**src/rtl/assert_macros.svh**
```systemverilog
// ----------------------------------------------------------------------------
// assertion macros
// concurrent assertion wrappers, empty when SYNTHESIS is defined
// ----------------------------------------------------------------------------
`ifndef ASSERT_MACROS_SVH
`define ASSERT_MACROS_SVH

`ifndef SYNTHESIS

// property must hold at every clock edge outside reset
`define SWS_ASSERT(label, clk, rst_n, prop, msg) \
	label: assert property (@(posedge clk) disable iff (!rst_n) (prop)) else $error(msg);

// expression must never be true outside reset
`define SWS_NEVER(label, clk, rst_n, expr, msg) \
	label: assert property (@(posedge clk) disable iff (!rst_n) !(expr)) else $error(msg);

`else

`define SWS_ASSERT(label, clk, rst_n, prop, msg)
`define SWS_NEVER(label, clk, rst_n, expr, msg)

`endif

`endif

```
**src/rtl/swsfr_pkg.sv**
```systemverilog
// ----------------------------------------------------------------------------
// swsfr_pkg
// types, codes and sizes for the sliding window sender
// ----------------------------------------------------------------------------
`default_nettype none

package swsfr_pkg;

	// sequence space
	localparam int SEQ_BITS  = 8;
	localparam int SEQ_DEPTH = 1 << SEQ_BITS;

	// duplicate ack counters
	localparam int COUNT_BITS = 3;
	localparam logic [COUNT_BITS-1:0] COUNT_MAX     = '1;
	localparam logic [COUNT_BITS-1:0] DUP_THRESHOLD = COUNT_BITS'(3);

	// window size register
	localparam int WINDOW_BITS = 7;
	localparam logic [WINDOW_BITS-1:0] WINDOW_RESET = WINDOW_BITS'(4);

	typedef logic [SEQ_BITS-1:0]   seq_t;
	typedef logic [COUNT_BITS-1:0] count_t;

	// command codes
	localparam logic [1:0] CMD_SEND   = 2'd0;
	localparam logic [1:0] CMD_ACK    = 2'd1;
	localparam logic [1:0] CMD_EXPIRY = 2'd2;

	// transmit kinds
	localparam logic [1:0] TX_NONE  = 2'd0;
	localparam logic [1:0] TX_NEW   = 2'd1;
	localparam logic [1:0] TX_RETRY = 2'd2;

	// timer actions
	localparam logic [1:0] TMR_NONE    = 2'd0;
	localparam logic [1:0] TMR_START   = 2'd1;
	localparam logic [1:0] TMR_STOP    = 2'd2;
	localparam logic [1:0] TMR_RESTART = 2'd3;

	typedef struct packed {
		logic [1:0] command;
		logic [7:0] ack_number;
		logic       checksum_ok;
		logic [7:0] expired_seq;
	} in_item_t;

	typedef struct packed {
		logic       accepted;
		logic [1:0] transmit_kind;
		logic [7:0] transmit_seq;
		logic [1:0] timer_action;
		logic [7:0] timer_seq;
		logic [7:0] base_now;
	} out_item_t;

endpackage

`default_nettype wire

```
**src/rtl/sliding_window_sender_fast_retransmit.sv**
```systemverilog
// ----------------------------------------------------------------------------
// sliding_window_sender_fast_retransmit
// sender side of a tcp-style sliding window with fast retransmit
// ----------------------------------------------------------------------------
// Takes one item per clock unless stalled: a send request, an arriving cumulative ack or a
// timer expiry, and returns exactly one result item for each, carrying the
// transmit command, the timer command and the window base after the item.
// An item accepted at one edge has its result in the output register at the
// next edge at the earliest; the unstalled rate is one item per cycle, set by
// the read-modify-write of the duplicate ack count table, whose registered
// read is issued at acceptance and whose write-back is forwarded to the
// following item. The count table clears at once on reset through one valid
// flag per entry, so there is no clearing pass. Writing window_size sets the
// window end to base plus size; write it only while no item is in flight.
// ----------------------------------------------------------------------------
`default_nettype none

module sliding_window_sender_fast_retransmit
	import swsfr_pkg::*;
(
	input  logic                   clk,
	input  logic                   arst_n,
	// window size register
	input  logic                   cfg_wr_en,
	input  logic [WINDOW_BITS-1:0] cfg_wr_data,
	// input items
	input  logic                   in_valid,
	output logic                   in_stall,
	input  in_item_t               in_data,
	// result items
	output logic                   out_valid,
	input  logic                   out_stall,
	output out_item_t              out_data
);

	`include "assert_macros.svh"

	// handshake and stage control
	logic      in_accept;
	logic      s1_valid_q;
	logic      s1_fire;
	logic      out_valid_q;
	in_item_t  in_s1;
	out_item_t out_q;

	// sender state
	seq_t next_seq_q;
	seq_t base_q;
	seq_t end_q;
	logic timer_q;

	// count table access
	logic [SEQ_DEPTH-1:0] cnt_vld_q;
	logic   cnt_vld_s1;
	logic   fwd_hit_s1;
	count_t fwd_data_s1;
	count_t ram_rdata;
	seq_t   rd_addr;
	logic   wr_req;
	logic   wr_en;
	seq_t   wr_addr;
	count_t wr_data;

	// single pass logic
	seq_t      ack_s1;
	seq_t      exp_s1;
	seq_t      outstanding;
	seq_t      wnd_span;
	seq_t      d_ack;
	seq_t      d_exp;
	logic      at_or_below;
	count_t    cnt_cur;
	count_t    cnt_inc;
	seq_t      next_seq_d;
	seq_t      base_d;
	seq_t      end_d;
	logic      timer_d;
	out_item_t res;

	// stage moves on when the output register is free or being emptied
	assign s1_fire   = s1_valid_q && (!out_valid_q || !out_stall);
	assign in_stall  = s1_valid_q && !s1_fire;
	assign in_accept = in_valid && !in_stall;

	assign out_valid = out_valid_q;
	assign out_data  = out_q;

	// count table read is launched by the arriving item
	assign rd_addr = seq_t'(in_data.ack_number);
	assign wr_en   = wr_req && s1_fire;

	swsfr_ram #(
		.WIDTH (COUNT_BITS),
		.DEPTH (SEQ_DEPTH)
	) u_cnt_ram (
		.clk   (clk),
		.we    (wr_en),
		.waddr (wr_addr),
		.wdata (wr_data),
		.re    (in_accept),
		.raddr (rd_addr),
		.rdata (ram_rdata)
	);

	always_comb begin
		ack_s1      = seq_t'(in_s1.ack_number);
		exp_s1      = seq_t'(in_s1.expired_seq);
		// serial distances from the window base
		outstanding = next_seq_q - base_q;
		wnd_span    = end_q - base_q;
		d_ack       = ack_s1 - base_q;
		d_exp       = exp_s1 - base_q;
		at_or_below = (d_ack == '0) || d_ack[SEQ_BITS-1];

		// forwarded write from the previous item wins over the ram word
		if (fwd_hit_s1) begin
			cnt_cur = fwd_data_s1;
		end else if (cnt_vld_s1) begin
			cnt_cur = ram_rdata;
		end else begin
			cnt_cur = '0;
		end
		// saturating bump
		cnt_inc = (cnt_cur != COUNT_MAX) ? cnt_cur + COUNT_BITS'(1) : cnt_cur;

		next_seq_d = next_seq_q;
		base_d     = base_q;
		end_d      = end_q;
		timer_d    = timer_q;
		wr_req     = 1'b0;
		wr_addr    = ack_s1;
		wr_data    = cnt_inc;
		res        = '0;

		case (in_s1.command)
			CMD_SEND: begin
				// window has room: issue next number and clear its count
				if (outstanding < wnd_span) begin
					res.accepted      = 1'b1;
					res.transmit_kind = TX_NEW;
					res.transmit_seq  = 8'(next_seq_q);
					wr_req            = 1'b1;
					wr_addr           = next_seq_q;
					wr_data           = '0;
					if (!timer_q) begin
						res.timer_action = TMR_START;
						res.timer_seq    = 8'(base_q);
						timer_d          = 1'b1;
					end
					next_seq_d = next_seq_q + seq_t'(1);
				end
			end
			CMD_ACK: begin
				if (in_s1.checksum_ok) begin
					if (at_or_below) begin
						// duplicate ack, fast retransmit past the threshold
						wr_req = 1'b1;
						if ((cnt_inc > DUP_THRESHOLD) && (outstanding != '0)) begin
							res.transmit_kind = TX_RETRY;
							res.transmit_seq  = 8'(base_q);
							res.timer_action  = TMR_RESTART;
							res.timer_seq     = 8'(base_q);
							timer_d           = 1'b1;
						end
					end else if (d_ack <= outstanding) begin
						// new ack slides the window
						wr_req = 1'b1;
						end_d  = end_q + d_ack;
						base_d = ack_s1;
						if (next_seq_q != ack_s1) begin
							res.timer_action = TMR_RESTART;
							res.timer_seq    = 8'(ack_s1);
							timer_d          = 1'b1;
						end else begin
							res.timer_action = TMR_STOP;
							res.timer_seq    = 8'(base_q);
							timer_d          = 1'b0;
						end
					end
					// ack of unsent data is dropped
				end
			end
			CMD_EXPIRY: begin
				// only an outstanding packet inside the window is resent
				if (!d_exp[SEQ_BITS-1] && (d_exp < outstanding)) begin
					res.transmit_kind = TX_RETRY;
					res.transmit_seq  = 8'(exp_s1);
					res.timer_action  = TMR_RESTART;
					res.timer_seq     = 8'(exp_s1);
				end
			end
			default: begin
				// unused command code, no change
			end
		endcase

		res.base_now = 8'(base_d);
	end

	// control and sender state
	always_ff @(posedge clk or negedge arst_n) begin
		if (!arst_n) begin
			s1_valid_q  <= 1'b0;
			out_valid_q <= 1'b0;
			next_seq_q  <= '0;
			base_q      <= '0;
			end_q       <= seq_t'(WINDOW_RESET);
			timer_q     <= 1'b0;
			cnt_vld_q   <= '0;
		end else begin
			if (in_accept) begin
				s1_valid_q <= 1'b1;
			end else if (s1_fire) begin
				s1_valid_q <= 1'b0;
			end

			if (s1_fire) begin
				out_valid_q <= 1'b1;
			end else if (!out_stall) begin
				out_valid_q <= 1'b0;
			end

			if (s1_fire) begin
				next_seq_q <= next_seq_d;
				base_q     <= base_d;
				timer_q    <= timer_d;
			end

			// register write re-anchors the window end on the current base
			if (cfg_wr_en) begin
				end_q <= seq_t'(base_q + seq_t'(cfg_wr_data));
			end else if (s1_fire) begin
				end_q <= end_d;
			end

			if (wr_en) begin
				cnt_vld_q[wr_addr] <= 1'b1;
			end
		end
	end

	// payload registers
	always_ff @(posedge clk) begin
		if (in_accept) begin
			in_s1       <= in_data;
			cnt_vld_s1  <= cnt_vld_q[rd_addr];
			// catch the write that lands on the same edge as this read
			fwd_hit_s1  <= wr_en && (wr_addr == rd_addr);
			fwd_data_s1 <= wr_data;
		end
		if (s1_fire) begin
			out_q <= res;
		end
	end

	// packets in flight always have a timer running
	`SWS_ASSERT(a_timer_when_outstanding, clk, arst_n, (next_seq_q != base_q) |-> timer_q, "outstanding packets without running timer")

	// a held stage keeps its item
	`SWS_ASSERT(a_s1_hold, clk, arst_n, (s1_valid_q && !s1_fire) |=> (s1_valid_q && $stable(in_s1)), "stage 1 item changed while held")

	// an accepted send always carries a new packet and never a timer stop or restart
	`SWS_NEVER(a_accept_kind, clk, arst_n, out_valid_q && out_q.accepted && ((out_q.transmit_kind != TX_NEW) || (out_q.timer_action == TMR_STOP) || (out_q.timer_action == TMR_RESTART)), "accepted send with wrong commands")

endmodule

`default_nettype wire

```
**src/rtl/swsfr_ram.sv**
```systemverilog
// ----------------------------------------------------------------------------
// swsfr_ram
// generic simple dual port ram, one write port, one registered read port
// ----------------------------------------------------------------------------
`default_nettype none

module swsfr_ram #(
	parameter int WIDTH = 8,
	parameter int DEPTH = 256
) (
	input  logic                     clk,
	input  logic                     we,
	input  logic [$clog2(DEPTH)-1:0] waddr,
	input  logic [WIDTH-1:0]         wdata,
	input  logic                     re,
	input  logic [$clog2(DEPTH)-1:0] raddr,
	output logic [WIDTH-1:0]         rdata
);

	logic [WIDTH-1:0] mem [DEPTH];

	// read returns the old word on a same-address write
	always_ff @(posedge clk) begin
		if (we) begin
			mem[waddr] <= wdata;
		end
		if (re) begin
			rdata <= mem[raddr];
		end
	end

endmodule

`default_nettype wire
```
**config.mk**
```make
export PLATFORM = sky130hd
export DESIGN_NAME = sliding_window_sender_fast_retransmit
export DESIGN_NICKNAME = d
export VERILOG_FILES = /design/src/rtl/swsfr_pkg.sv /design/src/rtl/sliding_window_sender_fast_retransmit.sv /design/src/rtl/swsfr_ram.sv
export VERILOG_INCLUDE_DIRS = /design/src /design/src/rtl
export SDC_FILE = /design/constraint.sdc
export NUM_CORES = 1
export LEC_CHECK = 0
export BUFFER_PORTS_ARGS = -buffer_cell sky130_fd_sc_hd__buf_4
export CORE_UTILIZATION = 40
export DETAILED_ROUTE_END_ITERATION = 8
export GPL_TIMING_DRIVEN = 1
export MAX_ROUTING_LAYER = met4
export PLACE_DENSITY = 0.53
export SLEW_MARGIN = 10
export SYNTH_ARGS = -nofsm -noshare
export SYNTH_HDL_FRONTEND = slang
export SYNTH_HIERARCHICAL = 1
export SYNTH_SLANG_ARGS = --single-unit
```
**constraint.sdc**
```tcl
create_clock -name clk -period 20.9 [get_ports clk]
set_input_delay 4.18 -clock clk [delete_from_list [all_inputs] [get_ports clk]]
set_output_delay 4.18 -clock clk [all_outputs]
set_load 0.03 [all_outputs]
```
==> reports/qor.yml <==
detailed_routing:
  route.detailed.drc: 0
  dr.first_iter.drc_count: 2657
  drtAntennaViolNets: 0
  drt_pass1_iterations: 6
  vias_per_cell: 5.81
  finalWirelength_um: 132000
  vias: 28300
  wl_per_cell_um: 27.1
placed_design:
  place.detailed.hpwl_um: 82400
  gp_congestion: 0.860
  io_buffers: 61
pwr:
  power.density_nw_per_um2: 130
  p_int_mw: 4.70
  combPwrFrac_pct: 27.9
  leakagePower_nw: 20.4
  p_seq_share_pct: 42.9
  switching_share_pct: 33.2
  vdd_drop_max_uv: 257
  p_sw_mw: 2.34
  clkPwrFrac_pct: 29.3
setup_path:
  crit_slowest_cell: "buf_4"
  worst_setup_path_end_kind: "output port"
  critical_path.cell_chain: "buf_4 -> nand3_1 -> inv_1 -> buf_4"
  cp_max_fo: 3
  cp-start-kind: "input pin"
  worstPathArrival_ns: 4.61
  slowest_delay_ns: 0.16
  crit_top_cell: "buf_4"
  worstPathRequired_ns: 16.72
  crit_type: "in2out"
cts:
  clock_latency_ns: 0.72
  cts_resized: 0
  cts_setup_buffers: 0
  cts_root_buf: "clkbuf_16"
  cts_tree: "built"
  postCtsHoldBufs: 0
  cts-buffers-inserted: 114
  cts.clk_slew.worst_paths_ns: 0.06
  clockBufferDepth: 3
  htree_levels: 3
  clkSinkCount: 1107
cells_and_area:
  n_antenna_cell: 0
  area_growth_pct: 12.0
  fillCellCount: 10400
  multi_input_area_um2: 15500
  final_util_pct: 45.2
  regArea_um2: 31800
  nNetsFinal: 3257
  drive_gt1_share_pct: 17.5
grt:
  grtUsageMet3_pct: 3.17
  grt_pass1_vias: 29300
  gr-max-usage-layer: "met2"
  grt_max_degree: 258
  antenna_found_initial: 4
  grt_overflow: 0
  met1_usage_pct: 29.3
  grt_pass1_wl_um: 196000
  use_met2_pct: 36.4
  track_usage_pct: 22.4
run_status:
  status: "finished clean"
synthesis:
  synth.yosys.seq_area_share_pct: 65.7
  synthArstFlopShare_pct: 25.6
  synth_seq_cells: 1107
  avgSynthCellArea_um2: 15.5
  synth_fp_nets: 3223
  syn_inst: 3125
  synthTopCellsByCount: "edfxtp_1, nor2_1, dfrtp_1, mux4_2, a21o_1"
  synth_cell_type_count: 82
  syn_area_um2: 48400
  yosys-top-cells-area: "edfxtp_1, dfrtp_1, mux4_2"
  synth_edf_count: 824
  yosys_warnings: 6
  yosysMostFrequentCell: "edfxtp_1"
  yosysTopAreaCellShare_pct: 51.1
  synth_top_flop_cell: "edfxtp_1"
  yosys.area.top_type: "edfxtp_1"
floorplan:
  io_pins: 62
  die-area_um2: 123000
  initial_core_util_pct: 40.4
  die_h_um: 350
  core_area_um2: 120000
  num_rows: 127
  die_w_um: 350
min_path:
  hold_path_class: "reg2reg"
timing:
  setup_viol: 0
  maxSlewHeadroom_pct: 22.8
  tightest_slew_ns: 1.16
  drv_slew: 0
  rsz0062_at_grt: "false"
  period_minus_slack_ns: 8.79
  setup-tns-final_ns: 0
  skew_ns: 0.0308
  max_freq_ghz: 0.114
  period_share_pct: 42.1
  hold_viol: 0
flow_run:
  drv_cap: 0
-- metal layers --
layer | up-vias | wire length (µm)
met2 | 961 | 65100
met3 | 236 | 7060
met5 | - | 0
met1 | 14900 | 56100
met4 | 0 | 3860
li1 | 12200 | -
-- logic make-up after synthesis --
family | after synthesis | synth area share (%)
and+or+nand+nor | 703 | 6.68
DFF | 1107 | 65.7
xor gates and xnor gates | 54 | 0.976
muxes | 358 | 13.6
AOI/OAI and AO/OA | 588 | 8.89
adders and majority gates | 68 | 1.84
buffers and inverters | 247 | 2.34
-- sequential cells by signal, indices dropped and copies added, names as in the netlist --
name             count
ack_s1               8
base_q               8
cnt_vld_q          256
cnt_vld_s1           1
end_q                8
exp_s1               8
fwd_data_s1          3
fwd_hit_s1           1
in_s1                3
next_seq_q           8
out_data            29
out_valid            1
s1_valid_q           1
timer_q              1
u_cnt_ram/mem      768
u_cnt_ram/rdata      3
-- power groups by stage --
| stage | Clock, mW | Combinational, mW | Sequential [mW] |
|---|---|---|---|
| after CTS | 2.10 | 1.98 | 3.02 |
| after detailed placement | 0 | 1.97 | 3.06 |
| after global routing | 2.18 | 2.15 | 3.03 |
| after global placement | 0 | 1.91 | 3.05 |
| after floorplan | 0 | 1.26 | 3.15 |
| final | 2.06 | 1.96 | 3.02 |
-- stage by stage --
| step | area, µm² | power, mW | setup slack (ns) | hold WS (ns) | instances |
|---|---|---|---|---|---|
| 3_5_place_dp | 50500 | 5.03 | 11.61 | 0.439 | 4655 |
| 6_report | 54300 | 7.04 | 12.11 | 0.449 | 4867 |
| 2_1_floorplan | 48400 | 4.41 | 10.05 | 0.423 | 3125 |
| 3_3_place_gp | 50500 | 4.96 | 11.68 | 0.431 | 4655 |
| 5_1_grt | 54300 | 7.37 | 12.04 | 0.464 | 4867 |
| 4_1_cts | 54300 | 7.10 | 12.10 | 0.453 | 4867 |
-- placed cells by master (no fill, tap or decap), types with 9 or more instances in the layout --
cell	instances
o21bai_1	99
a21oi_1	51
buf_4	107
mux4_2	238
inv_1	46
nor2b_1	40
clkbuf_1	27
a2111oi_0	9
nand2_1	103
xor2_1	27
nand2b_1	45
dfrtp_1	282
mux2i_1	109
ha_1	61
edfxtp_1	824
a221o_1	10
o21ai_0	40
nor2_2	16
clkinv_1	26
o21a_1	13
a22o_1	14
clkbuf_16	116
nor2_1	339
a21o_1	177
nor3_1	25
bufinv_16	14
clkinv_2	18
xnor2_1	27
a22oi_1	44
a31oi_1	18
nor4_1	16
nand3_1	43
nand4_1	14
o22ai_1	23
mux2_2	11
a211oi_1	18
-- final cells by class --
cell class	instances	area share (%)
timing repair buffer	112	1.64
clock inverter	65	1.32
tap	1612	3.72
sequential	1107	58.7
multi-input combinational	1771	28.7
clock buffer	147	5.64
inverter	53	0.367
-- worst paths after layout --
path / start / endpoint / slack, ns / cells past startpoint
max in group asynchronous: arst_n / base_q[4]$_DFFE_PN0P_ / 15.61 / 2
max: out_stall / in_stall / 12.11 / 4
max reg2reg: next_seq_q[0]$_DFFE_PN0P_ / u_cnt_ram/mem[215][1]$_DFFE_PP_ / 13.33 / 19
min in group asynchronous: arst_n / cnt_vld_q[90]$_DFFE_PN0P_ / 3.56 / 1
min: cnt_vld_q[150]$_DFFE_PN0P_ / cnt_vld_q[150]$_DFFE_PN0P_ / 0.45 / 1
min reg2reg: cnt_vld_q[150]$_DFFE_PN0P_ / cnt_vld_q[150]$_DFFE_PN0P_ / 0.45 / 1
-- worst max-delay path, delay by kind of cell --
family	cells	cell delay, ns
buffers and inverters	3	0.33
AND/OR/NAND/NOR	1	0.11
Note: power is estimated with default switching activity, not from simulation.
